### src/sv/rcd_pkg.sv
// Package: shared types, register indexes and constants of the RC frame receiver/decoder.
package rcd_pkg;

    localparam int TimerWidth = 16;
    localparam int FrameBits  = 16;
    localparam int BitIdxW    = $clog2(FrameBits);
    localparam int CfgIdxW    = 3;
    localparam int CfgDataW   = 16;

    // Register indexes
    localparam logic [CfgIdxW-1:0] REG_BIT_PERIOD   = 3'd0;
    localparam logic [CfgIdxW-1:0] REG_START_DELAY  = 3'd1;
    localparam logic [CfgIdxW-1:0] REG_IDLE_TIMEOUT = 3'd2;
    localparam logic [CfgIdxW-1:0] REG_SYNC_BYTE    = 3'd3;
    localparam logic [CfgIdxW-1:0] REG_ADDRESS      = 3'd4;
    localparam logic [CfgIdxW-1:0] REG_DUTY_ONE     = 3'd5;
    localparam logic [CfgIdxW-1:0] REG_DUTY_TWO     = 3'd6;
    localparam logic [CfgIdxW-1:0] REG_DUTY_DEFAULT = 3'd7;

    // Reset values
    localparam logic [TimerWidth-1:0] RST_BIT_PERIOD   = 16'd5000;
    localparam logic [TimerWidth-1:0] RST_START_DELAY  = 16'd100;
    localparam logic [TimerWidth-1:0] RST_IDLE_TIMEOUT = 16'd6000;
    localparam logic [7:0]            RST_SYNC_BYTE    = 8'hA5;
    localparam logic [3:0]            RST_ADDRESS      = 4'hC;
    localparam logic [7:0]            RST_DUTY_ONE     = 8'd23;
    localparam logic [7:0]            RST_DUTY_TWO     = 8'd17;
    localparam logic [7:0]            RST_DUTY_DEFAULT = 8'd20;

    // Frame field codes
    localparam logic [1:0] SPEED_ONE = 2'b01;
    localparam logic [1:0] SPEED_TWO = 2'b10;
    localparam logic [1:0] DIR_UP    = 2'b01;
    localparam logic [1:0] DIR_DOWN  = 2'b10;

    localparam logic [TimerWidth-1:0] TIMER_MAX = {TimerWidth{1'b1}};

    typedef struct packed {
        logic [TimerWidth-1:0] bit_period;
        logic [TimerWidth-1:0] start_delay;
        logic [TimerWidth-1:0] idle_timeout;
        logic [7:0]            sync_byte;
        logic [3:0]            address;
        logic [7:0]            duty_one;
        logic [7:0]            duty_two;
        logic [7:0]            duty_default;
    } t_cfg;

    typedef struct packed {
        logic [7:0] duty_compare;
        logic       drive_up;
        logic       drive_down;
        logic       frame_accepted;
        logic       receiving;
    } t_result;

endpackage

### src/sv/rcd_cfg_regs.sv
// Configuration register file of the RC frame receiver/decoder.
module rcd_cfg_regs (
    input  logic                          i_clk,
    input  logic                          i_rst_n,
    input  logic                          i_wr_en,
    input  logic [rcd_pkg::CfgIdxW-1:0]   i_wr_index,
    input  logic [rcd_pkg::CfgDataW-1:0]  i_wr_data,
    output rcd_pkg::t_cfg                 o_cfg
);

    rcd_pkg::t_cfg r_cfg;

    always_ff @(posedge i_clk) begin
        if (!i_rst_n) begin
            r_cfg.bit_period   <= rcd_pkg::RST_BIT_PERIOD;
            r_cfg.start_delay  <= rcd_pkg::RST_START_DELAY;
            r_cfg.idle_timeout <= rcd_pkg::RST_IDLE_TIMEOUT;
            r_cfg.sync_byte    <= rcd_pkg::RST_SYNC_BYTE;
            r_cfg.address      <= rcd_pkg::RST_ADDRESS;
            r_cfg.duty_one     <= rcd_pkg::RST_DUTY_ONE;
            r_cfg.duty_two     <= rcd_pkg::RST_DUTY_TWO;
            r_cfg.duty_default <= rcd_pkg::RST_DUTY_DEFAULT;
        end else if (i_wr_en) begin
            unique case (i_wr_index)
                rcd_pkg::REG_BIT_PERIOD:   r_cfg.bit_period   <= i_wr_data;
                rcd_pkg::REG_START_DELAY:  r_cfg.start_delay  <= i_wr_data;
                rcd_pkg::REG_IDLE_TIMEOUT: r_cfg.idle_timeout <= i_wr_data;
                rcd_pkg::REG_SYNC_BYTE:    r_cfg.sync_byte    <= i_wr_data[7:0];
                rcd_pkg::REG_ADDRESS:      r_cfg.address      <= i_wr_data[3:0];
                rcd_pkg::REG_DUTY_ONE:     r_cfg.duty_one     <= i_wr_data[7:0];
                rcd_pkg::REG_DUTY_TWO:     r_cfg.duty_two     <= i_wr_data[7:0];
                rcd_pkg::REG_DUTY_DEFAULT: r_cfg.duty_default <= i_wr_data[7:0];
                default: ;
            endcase
        end
    end

    assign o_cfg = r_cfg;

endmodule

### src/sv/rcd_core.sv
// Receiver state and per-tick next-state/result logic of the RC frame decoder.
module rcd_core (
    input  logic             i_clk,
    input  logic             i_rst_n,
    input  logic             i_tick,
    input  logic             i_level,
    input  rcd_pkg::t_cfg    i_cfg,
    output rcd_pkg::t_result o_result
);

    logic                               r_busy;
    logic [rcd_pkg::TimerWidth-1:0]     r_wait;
    logic [rcd_pkg::BitIdxW-1:0]        r_bits_left;
    logic [rcd_pkg::FrameBits-1:0]      r_frame;
    logic [rcd_pkg::TimerWidth-1:0]     r_idle;
    logic [7:0]                         r_duty;
    logic                               r_up;
    logic                               r_down;

    logic                               n_busy;
    logic [rcd_pkg::TimerWidth-1:0]     n_wait;
    logic [rcd_pkg::BitIdxW-1:0]        n_bits_left;
    logic [rcd_pkg::FrameBits-1:0]      n_frame;
    logic [rcd_pkg::TimerWidth-1:0]     n_idle;
    logic [7:0]                         n_duty;
    logic                               n_up;
    logic                               n_down;
    logic                               n_accepted;

    logic [rcd_pkg::TimerWidth-1:0]     period_load;
    logic [rcd_pkg::TimerWidth-1:0]     wait_dec;
    logic                               do_check;
    logic                               frame_match;

    assign period_load = (i_cfg.bit_period == '0) ? rcd_pkg::TimerWidth'(1) : i_cfg.bit_period;
    assign wait_dec    = (r_wait != '0) ? r_wait - 1'b1 : r_wait;

    always_comb begin
        n_busy      = r_busy;
        n_wait      = r_wait;
        n_bits_left = r_bits_left;
        n_frame     = r_frame;
        n_idle      = r_idle;
        n_duty      = r_duty;
        n_up        = r_up;
        n_down      = r_down;
        do_check    = 1'b0;
        n_accepted  = 1'b0;

        if (r_busy) begin
            n_wait = wait_dec;
            if (wait_dec == '0) begin
                if (r_bits_left == '0) begin
                    n_bits_left = rcd_pkg::BitIdxW'(1);
                    n_wait      = period_load;
                end else begin
                    n_frame[r_bits_left] = i_level;
                    if (r_bits_left == rcd_pkg::BitIdxW'(rcd_pkg::FrameBits - 1)) begin
                        n_busy      = 1'b0;
                        n_bits_left = '0;
                        do_check    = 1'b1;
                    end else begin
                        n_bits_left = r_bits_left + 1'b1;
                        n_wait      = period_load;
                    end
                end
            end
        end else begin
            // timeout back to the safe state
            if (r_idle > i_cfg.idle_timeout) begin
                n_idle       = '0;
                n_frame[7:0] = 8'h01;
                n_up         = 1'b0;
                n_down       = 1'b0;
                n_duty       = i_cfg.duty_default;
            end
            if (n_idle != rcd_pkg::TIMER_MAX) begin
                n_idle = n_idle + 1'b1;
            end
            if (i_level) begin
                n_idle       = '0;
                n_frame[7:0] = 8'h01;
                n_busy       = 1'b1;
                if (i_cfg.start_delay == '0) begin
                    n_bits_left = rcd_pkg::BitIdxW'(1);
                    n_wait      = period_load;
                end else begin
                    n_bits_left = '0;
                    n_wait      = i_cfg.start_delay;
                end
            end else begin
                do_check = 1'b1;
            end
        end

        frame_match = (n_frame[7:0] == i_cfg.sync_byte) && (n_frame[11:8] == i_cfg.address);
        if (do_check && frame_match) begin
            unique case (n_frame[13:12])
                rcd_pkg::SPEED_ONE: n_duty = i_cfg.duty_one;
                rcd_pkg::SPEED_TWO: n_duty = i_cfg.duty_two;
                default:            n_duty = i_cfg.duty_default;
            endcase
            n_up       = (n_frame[15:14] == rcd_pkg::DIR_UP);
            n_down     = (n_frame[15:14] == rcd_pkg::DIR_DOWN);
            // only the last-bit check reports a new frame
            n_accepted = r_busy;
        end
    end

    always_ff @(posedge i_clk) begin
        if (!i_rst_n) begin
            r_busy      <= 1'b0;
            r_wait      <= '0;
            r_bits_left <= '0;
            r_frame     <= rcd_pkg::FrameBits'(1);
            r_idle      <= '0;
            r_duty      <= rcd_pkg::RST_DUTY_DEFAULT;
            r_up        <= 1'b0;
            r_down      <= 1'b0;
        end else if (i_tick) begin
            r_busy      <= n_busy;
            r_wait      <= n_wait;
            r_bits_left <= n_bits_left;
            r_frame     <= n_frame;
            r_idle      <= n_idle;
            r_duty      <= n_duty;
            r_up        <= n_up;
            r_down      <= n_down;
        end
    end

    assign o_result.duty_compare   = n_duty;
    assign o_result.drive_up       = n_up;
    assign o_result.drive_down     = n_down;
    assign o_result.frame_accepted = n_accepted;
    assign o_result.receiving      = n_busy;

endmodule

### src/sv/rc_frame_receiver_decoder_top.sv
// Top level of the RC frame receiver/decoder: handshakes, config port and result register.
//
// One input transfer is one tick of the sampled radio line; every tick yields
// exactly one result transfer carrying the PWM compare value, the two drive
// outputs, a one-tick frame_accepted pulse and the receiving flag. The block
// takes one tick per clock cycle while the output is not stalled: the
// receiver state and the output register both load at the edge that accepts
// the tick. A new tick is accepted whenever the output register is empty or
// is being emptied in the same cycle, so throughput is one tick per cycle
// while the result side does not stall. Configuration writes are always
// ready and must only be issued while no result is pending. Frames start on
// a high line while idle; bit 0 is implied, bits 1..15 are sampled at
// start_delay plus k times bit_period ticks. A frame updates the outputs
// when its low byte matches sync_byte and bits 11:8 match address. Too many
// idle ticks return the outputs to stop with the default duty.
module rc_frame_receiver_decoder_top (
    input  logic                          i_clk,
    input  logic                          i_rst_n,
    // tick input
    input  logic                          i_valid,
    output logic                          o_stall,
    input  logic                          i_rf_level,
    // result output
    output logic                          o_valid,
    input  logic                          i_stall,
    output logic [7:0]                    o_duty_compare,
    output logic                          o_drive_up,
    output logic                          o_drive_down,
    output logic                          o_frame_accepted,
    output logic                          o_receiving,
    // configuration writes
    input  logic                          i_cfg_valid,
    output logic                          o_cfg_ready,
    input  logic [rcd_pkg::CfgIdxW-1:0]   i_cfg_index,
    input  logic [rcd_pkg::CfgDataW-1:0]  i_cfg_data
);

    rcd_pkg::t_cfg    cfg;
    rcd_pkg::t_result result;
    rcd_pkg::t_result r_out;
    logic             r_out_valid;
    logic             tick;

    // input stalls only while a finished result is held back downstream
    assign o_stall     = r_out_valid & i_stall;
    assign tick        = i_valid & ~o_stall;
    assign o_cfg_ready = 1'b1;

    rcd_cfg_regs u_cfg (
        .i_clk      (i_clk),
        .i_rst_n    (i_rst_n),
        .i_wr_en    (i_cfg_valid),
        .i_wr_index (i_cfg_index),
        .i_wr_data  (i_cfg_data),
        .o_cfg      (cfg)
    );

    rcd_core u_core (
        .i_clk    (i_clk),
        .i_rst_n  (i_rst_n),
        .i_tick   (tick),
        .i_level  (i_rf_level),
        .i_cfg    (cfg),
        .o_result (result)
    );

    // output valid flag
    always_ff @(posedge i_clk) begin
        if (!i_rst_n) begin
            r_out_valid <= 1'b0;
        end else if (tick) begin
            r_out_valid <= 1'b1;
        end else if (!i_stall) begin
            r_out_valid <= 1'b0;
        end
    end

    // output payload, no reset needed
    always_ff @(posedge i_clk) begin
        if (tick) begin
            r_out <= result;
        end
    end

    assign o_valid          = r_out_valid;
    assign o_duty_compare   = r_out.duty_compare;
    assign o_drive_up       = r_out.drive_up;
    assign o_drive_down     = r_out.drive_down;
    assign o_frame_accepted = r_out.frame_accepted;
    assign o_receiving      = r_out.receiving;

endmodule

### config.mk
export PLATFORM = sky130hd
export DESIGN_NAME = rc_frame_receiver_decoder_top
export DESIGN_NICKNAME = d
export VERILOG_FILES = /design/src/sv/rcd_pkg.sv /design/src/sv/rcd_cfg_regs.sv /design/src/sv/rcd_core.sv /design/src/sv/rc_frame_receiver_decoder_top.sv
export SDC_FILE = /design/constraint.sdc
export NUM_CORES = 1
export LEC_CHECK = 0
export BUFFER_PORTS_ARGS = -buffer_cell sky130_fd_sc_hd__clkbuf_2
export CELL_PAD_IN_SITES_DETAIL_PLACEMENT = 0
export CELL_PAD_IN_SITES_GLOBAL_PLACEMENT = 1
export CORE_MARGIN = 2
export CORE_UTILIZATION = 51
export CTS_CLUSTER_DIAMETER = 40
export CTS_CLUSTER_SIZE = 16
export DETAILED_ROUTE_END_ITERATION = 6
export PLACE_DENSITY_LB_ADDON = 0.1
export SLEW_MARGIN = 15
export SYNTH_ARGS = -nofsm -noshare
export SYNTH_HDL_FRONTEND = slang
export SYNTH_HIERARCHICAL = 1
export SYNTH_SLANG_ARGS = --single-unit
### constraint.sdc
create_clock -name i_clk -period 10.8 [get_ports i_clk]
set_input_delay 1.08 -clock i_clk [delete_from_list [all_inputs] [get_ports i_clk]]
set_output_delay 1.08 -clock i_clk [all_outputs]
set_load 0.03 [all_outputs]
* Word level (Yosys, flattened, before mapping)
Index checks and enable logic that the tools add are counted.
Widths: inputs -> output; s select.
** Cells by class
- $add $sub $neg :: 3
- $lt $le $gt $ge :: 3
- Eq/ne operators :: 17
- Mux-type cells :: 49
- Bitwise operators :: 4
- Reduce and logical (&&, ||, !) cells :: 21
** Operators with widths (number)
- $mux 16 :: 14
- $mux 8 :: 7
- $logic_not 16->1 :: 3
- $mux 1 :: 20
- $mux 4 :: 5
- $reduce_and 2->1 :: 10
- $add 16x1->16 const B :: 1
- $bwmux 16 :: 1
- $gt 16x16->1 :: 1
- $ne 16x16->1 const B :: 1
- $pmux 8 s2 :: 1
- $reduce_bool 16->1 :: 1
- $sub 16x1->16 const B :: 1
- $eq 3x3->1 const B :: 4
- $eq 8x8->1 :: 1
- $eq 3x2->1 const B :: 2
- $lt 4x5->1 const B :: 1
- $add 4x1->4 const B :: 1
- $demux 1 s4 :: 1
- $eq 2x1->1 const B :: 2
- $eq 2x2->1 const B :: 2
- $eq 4x4->1 :: 1
- $eq 4x4->1 const B :: 1
- $ge 4x1->1 const B :: 1
- 10 further kinds :: 14
** Storage, ports and cells
- Bits in registers :: 160
- Input port bits :: 25
- Output and inout bits :: 15
- Word-level logic and storage cells :: 119

* Depth between registers and ports, before layout
- Depth in word-level cells :: 12
- Depth in mapped cells :: 20
- Depth with buffers taken out :: 19

* Hierarchy
Netlist, hierarchy kept.
** Modules (own cells, without submodules)
- rcd_core :: times used 1, cells an instance 782, area an instance 5634.2 µm², seq. area each 1261.2 µm²
- rcd_cfg_regs :: times used 1, cells an instance 316, area an instance 3278.1 µm², seq. area each 1681.6 µm²
- rc_frame_receiver_decoder_top :: times used 1, cells an instance 18, area an instance 414.1 µm², seq. area each 380.4 µm²

* Worst setup path after synthesis
No wires, ideal clock.
- Path type :: reg-to-reg
- Start point :: register u_core/r_wait[0] (netlist name)
- End point :: register r_out, in the netlist o_drive_down, data pin
- Library setup time :: 0.251 ns
- Data arrival time :: 3.891 ns
- Data required time :: 10.549 ns
- Path slack :: 6.657 ns
- Stages on the path, launching flop included :: 18
- Buffers on the path :: 4
- Clock period less this slack :: 4.143 ns
- Path through :: dfxtp_1 -> clkbuf_1 -> inv_1 -> ha_1 -> nor4b_2 -> and4_4 -> buf_4 -> or3_1 -> o21a_1 -> or4_1 -> o21ba_1 -> o31a_1 -> a2111oi_4 -> nand4_2 -> buf_6 -> and3_4 -> o21bai_1 -> buf_4
** Between the ends
- Word-level cells in the longest chain between the ends :: 9
- Elaborated cells between the ends (all ways) :: 15
- Those cells by class :: add/sub: 1; eq/ne: 3; mux: 7; reduce/logical: 4
** Ends and longest elaborated chain
- start: declaration :: line rcd_core.sv:12 : logic [rcd_pkg::TimerWidth-1:0] r_wait;
- start signal: assignment :: line rcd_core.sv:122 : r_wait <= n_wait;
- $sub 16x1->16 / $reduce_bool 16->1 (equally long branches) :: line rcd_core.sv:36 : assign wait_dec = (r_wait != '0) ? r_wait - 1'b1 : r_wait;
- $mux 16 * :: line rcd_core.sv:36
- $logic_not 16->1 * :: line rcd_core.sv:52 : if (wait_dec == '0) begin
- $mux 16 :: line rcd_core.sv:52
- $mux 8 :: line rcd_core.sv:50 : if (r_busy) begin
- $eq 8x8->1 / $eq 4x4->1 (equally long branches) :: line rcd_core.sv:96 : frame_match = (n_frame[7:0] == i_cfg.sync_byte) && (n_frame[11:8] == i_cfg.address);
- $logic_and 1x1->1 :: line rcd_core.sv:96
- $logic_and 1x1->1 :: line rcd_core.sv:97 : if (do_check && frame_match) begin
- $mux 1 * :: line rcd_core.sv:97
- via u_core.n_down :: line rcd_core.sv:27 : logic n_down;
- end signal: assignment :: line rc_frame_receiver_decoder_top.sv:81 : r_out <= result;
- end: declaration :: line rc_frame_receiver_decoder_top.sv:40 : rcd_pkg::t_result r_out;
Mark *: on every way through the listed nets, which the timed path passes. The rest lies on a longest branch.
A chain may end at the register's enable or synchronous reset.

* Final worst setup path
- Start point :: register u_core/r_wait[0] (netlist name)
- End point :: register u_core.r_duty[0]
** Between the ends
- Elaborated cells between the ends (all ways) :: 17
- Those cells by class :: add/sub: 1; eq/ne: 4; mux: 8; reduce/logical: 4
** RTL lines
- $sub 16x1->16 / $reduce_bool 16->1 (equally long branches) :: line rcd_core.sv:36
- $mux 16 * :: line rcd_core.sv:36
- $logic_not 16->1 * :: line rcd_core.sv:52
- $mux 16 * :: line rcd_core.sv:52
- $mux 8 * :: line rcd_core.sv:50
- via u_core.n_frame (one bit) :: line rcd_core.sv:23 : logic [rcd_pkg::FrameBits-1:0] n_frame;
- $eq 2x2->1 / $eq 2x1->1 (equally long branches) :: line rcd_core.sv:98 : unique case (n_frame[13:12])
- $pmux 8 s2 * :: line rcd_core.sv:98
- $mux 8 * :: line rcd_core.sv:97
- end signal: assignment :: line rcd_core.sv:117 : r_duty <= rcd_pkg::RST_DUTY_DEFAULT;
- end signal: assignment :: line rcd_core.sv:126 : r_duty <= n_duty;
- end: declaration :: line rcd_core.sv:16 : logic [7:0] r_duty;
Marks and branches as above.

==> run_results.csv <==
group,metric,value,unit
timing,slew_violations,0,
clocking,cts_buffer_depth,2,
layout,design_area,10100,um^2
layout,drive_above_1_share,9.18,%
run_status,outcome,"completed",
timing,skew,0.0157,ns
setup_path,cp_top_family,"simple AND/OR/NAND/NOR gates",
timing,fin_setup_tns,0,ns
synthesis,post_synth.cell_area_avg,8.36,um^2
synthesis,synth_top_area_share,31.8,%
run,max_cap_viol_count,0,
floorplan,dieArea,19400,um^2
synthesis,synth_area_leaders,"dfxtp_1 32%, mux2i_1 11%, nand2_1 5.7%",
timing,hold_viol_final,0,
synthesis,synth_fp_nets,1166,
timing,fin_ws,5.53,ns
synthesis,async_flop_share,0,%
floorplan,core,18000,um^2
power,leakage,4.10,nW
placement,dp.cells,1308,
setup_path,worst_ep_arrival_time,5.58,ns
synthesis,synth_ff_type,"dfxtp_1",
grt,globalRouteTotalUtil,26.8,%
setup_path,critPathCaptureType,"flip-flop",
grt,grt_overflow,0,
power,vdd.ir_drop.worst,0.000113,V
detailed_routing,dr.pass1.iters,6,
hold_path,min_path_type,"flip-flop to flip-flop",
timing,whs,0.461,ns
floorplan,ios,40,
setup_path,critical_path_class,"flip-flop to flip-flop",
timing,clock.fmax,190,MHz
synthesis,yosysTopAreaCell,"dfxtp_1",
grt,antenna_found_initial,0,
detailed_routing,ant_nets,0,
grt,grt_max_degree,93,
placement,dpl_worst_slack,5.67,ns
timing,maxSlewHeadroom,32.4,%
placement,placed_cell_area,9500,um^2
setup_path,critPathLaunchType,"flip-flop",
layout,syn2layout_area_growth,8.37,%
detailed_routing,vias,8195,
clocking,cts_sinks,160,
clocking,cts_tree,"built",
setup_path,cp_slowest_stage_delay,0.85,ns
layout,final_core_util,56.3,%
floorplan,initial_core_util,51.9,%
synthesis,syn_area,9330,um^2
power,powerDensity,148,nW/um^2
clocking,ctsResizeCount,0,
grt,grt_pass1_vias,7595,
synthesis,synth_cells,1116,
layout,antenna_cells,0,
synthesis,yosys_warnings,6,
detailed_routing,wl_per_cell,19.6,um
layout,layout.cells.non_filler,1340,
setup_path,critical_path_required,11.11,ns
setup_path,path_max_fanout,10,
layout,final_nets,1148,
floorplan,die_h,139,um
placement,port_buffers,38,
clocking,cts-hold-fix-buffers,0,
synthesis,synth.distinct_cells,82,
floorplan,fp-row-count,49,
grt,grt_pass1_wl,41.6,mm
synthesis,ys_ff_latch,160,
detailed_routing,via_per_inst,6.12,
placement,gp_congestion,0.905,
synthesis,synth_edf_count,12,
clocking,cts_max_level,4,
detailed_routing,drt_iter0_markers,647,
clocking,ctsRootBufferMaster,"clkbuf_16",
setup_path,worstPathCellList,"inv_1 > ha_1 > nor4b_2 > nand4b_1 > a41oi_1 > nand4_2 > a221o_1 > nor4_1 > nand2_1 > mux2i_1 > inv_1 > ha_1 > clkinv_1 > o21ai_0 > mux2i_1 > o221a_1",
detailed_routing,drt_wl_total,26.2,mm
setup_path,cp.buffers_inverters,3,
clocking,post_cts_buffers,0,
placement,hpwl,18.4,mm
setup_path,slowest_stage,"nor4_1",
timing,fin_crit,5.27,ns
timing,setup_violations,0,
synthesis,ys_seq_area_share,35.6,%
clocking,clkSlewWorstSetupHoldPaths,0.07,ns
clocking,cts_buffers,17,
timing,rsz0062_at_grt,"false",
clocking,worstSkewPairLatency,0.43,ns
power,power,1.50,mW
timing,worstMarginPinSlew,1.01,ns
detailed_routing,drc,0,
floorplan,die_w,139,um
timing,timing.final.crit_share,48.8,%
final cells by class:
type	count	area [um^2]
Tap cell	229	287
Fill cell	1744	7860
Sequential cell	160	3320
Clock buffer	17	425
Multi-Input combinational cell	826	5450
Clock inverter	15	183
Timing Repair Buffer	48	268
Inverter	45	169
registers in the layout, summed over array words and instances, names as in the netlist:
signal              count
u_core/r_down           1
u_core/r_duty           8
u_core/r_up             1
o_drive_down            1
o_drive_up              1
u_cfg/o_cfg            84
u_core/r_bits_left      4
u_core/r_idle          16
u_core/r_wait          16
o_duty_compare          8
o_receiving             1
u_core/r_busy           1
o_frame_accepted        1
o_valid                 1
u_core/r_frame         16
power by group:
group          switching [mW]  internal [mW]  leakage [nW]
sequential             0.0158          0.611          1.32
combinational           0.164         0.0799          2.48
clock                   0.294          0.336         0.300
total                   0.474           1.03          4.10
cells in the mapped netlist, types with 4 or more instances:
library cell  number
dfxtp_1          148
nand2_1          142
mux2i_1          100
nor2_1            82
a21oi_1           61
clkbuf_1          61
nor2b_1           52
o21ai_0           46
a211oi_1          42
inv_1             41
nor3_1            29
nand3_1           27
ha_1              25
nor4_1            15
edfxtp_1          12
buf_2             11
nand4_1           11
and3_1            10
o31a_1            10
or3_1             10
and2_1             9
a221o_1            8
a31oi_1            8
a21boi_0           7
a41oi_1            7
buf_4              7
nand2b_1           7
nand4b_1           7
xnor2_1            7
o221a_1            6
or4_1              6
a21o_1             5
a311oi_1           5
a32oi_1            5
and4_1             5
a22oi_1            4
buf_6              4
nor4bb_1           4
metal layers:
layer	track usage, %	routed length (um)	part of all wire (%)
met1	38.2	12500	48
met2	42.3	11900	45
met3	4.99	1540	5.9
met4	6.59	265	1.0
met5	0	0	0
final timing paths:
kind,from,slack (ns),cells after the start,to
hold / removal,u_cfg/o_cfg[50]$_SDFFE_PN0P_,0.46,2,u_cfg/o_cfg[50]$_SDFFE_PN0P_
setup reg to reg,u_core/r_wait[0]$_SDFFE_PN0P_,5.53,16,u_core/r_duty[0]$_SDFFE_PN0P_
hold reg to reg,u_cfg/o_cfg[50]$_SDFFE_PN0P_,0.46,2,u_cfg/o_cfg[50]$_SDFFE_PN0P_
setup / recovery,u_core/r_wait[0]$_SDFFE_PN0P_,5.53,16,u_core/r_duty[0]$_SDFFE_PN0P_
worst min-delay path: stages (launching register included):
cell and delay, ns:
dfxtp_1 0.31, nand2_1 0.05, mux2i_1 0.05
placed cells by master (no fill, tap or decap), drive strengths merged, types with 5 or more instances in the layout:
cell type	n
nand4b	7
and3	11
a31oi	8
a311oi	5
nand2	142
a21o	5
a221o	8
o31a	10
a41oi	7
nor2	82
o221a	6
nor3	29
nand2b	7
clkinv	6
nor4	17
a32oi	5
nand3	27
xnor2	7
ha	25
dfxtp	148
a211oi	42
or3	10
buf	11
inv	53
clkbuf	54
nor2b	52
mux2i	100
and4	6
a21oi	61
or4	6
a21boi	7
nand4	14
edfxtp	12
and2	10
o21ai	46
logic make-up (layout without fill, tap and decap cells):
logic type	Yosys count	after routing	share of synthesized area [%]
mux	103	103	11.1
fa+ha+maj	25	25	3.35
compound gates	249	249	18.7
xor+xnor	10	10	0.939
flops	160	160	35.6
simple gates	438	438	24.1
buf+inv	130	125	6.16
other cells	1	1	0.0402
Note: power is estimated with default switching activity, not from simulation.
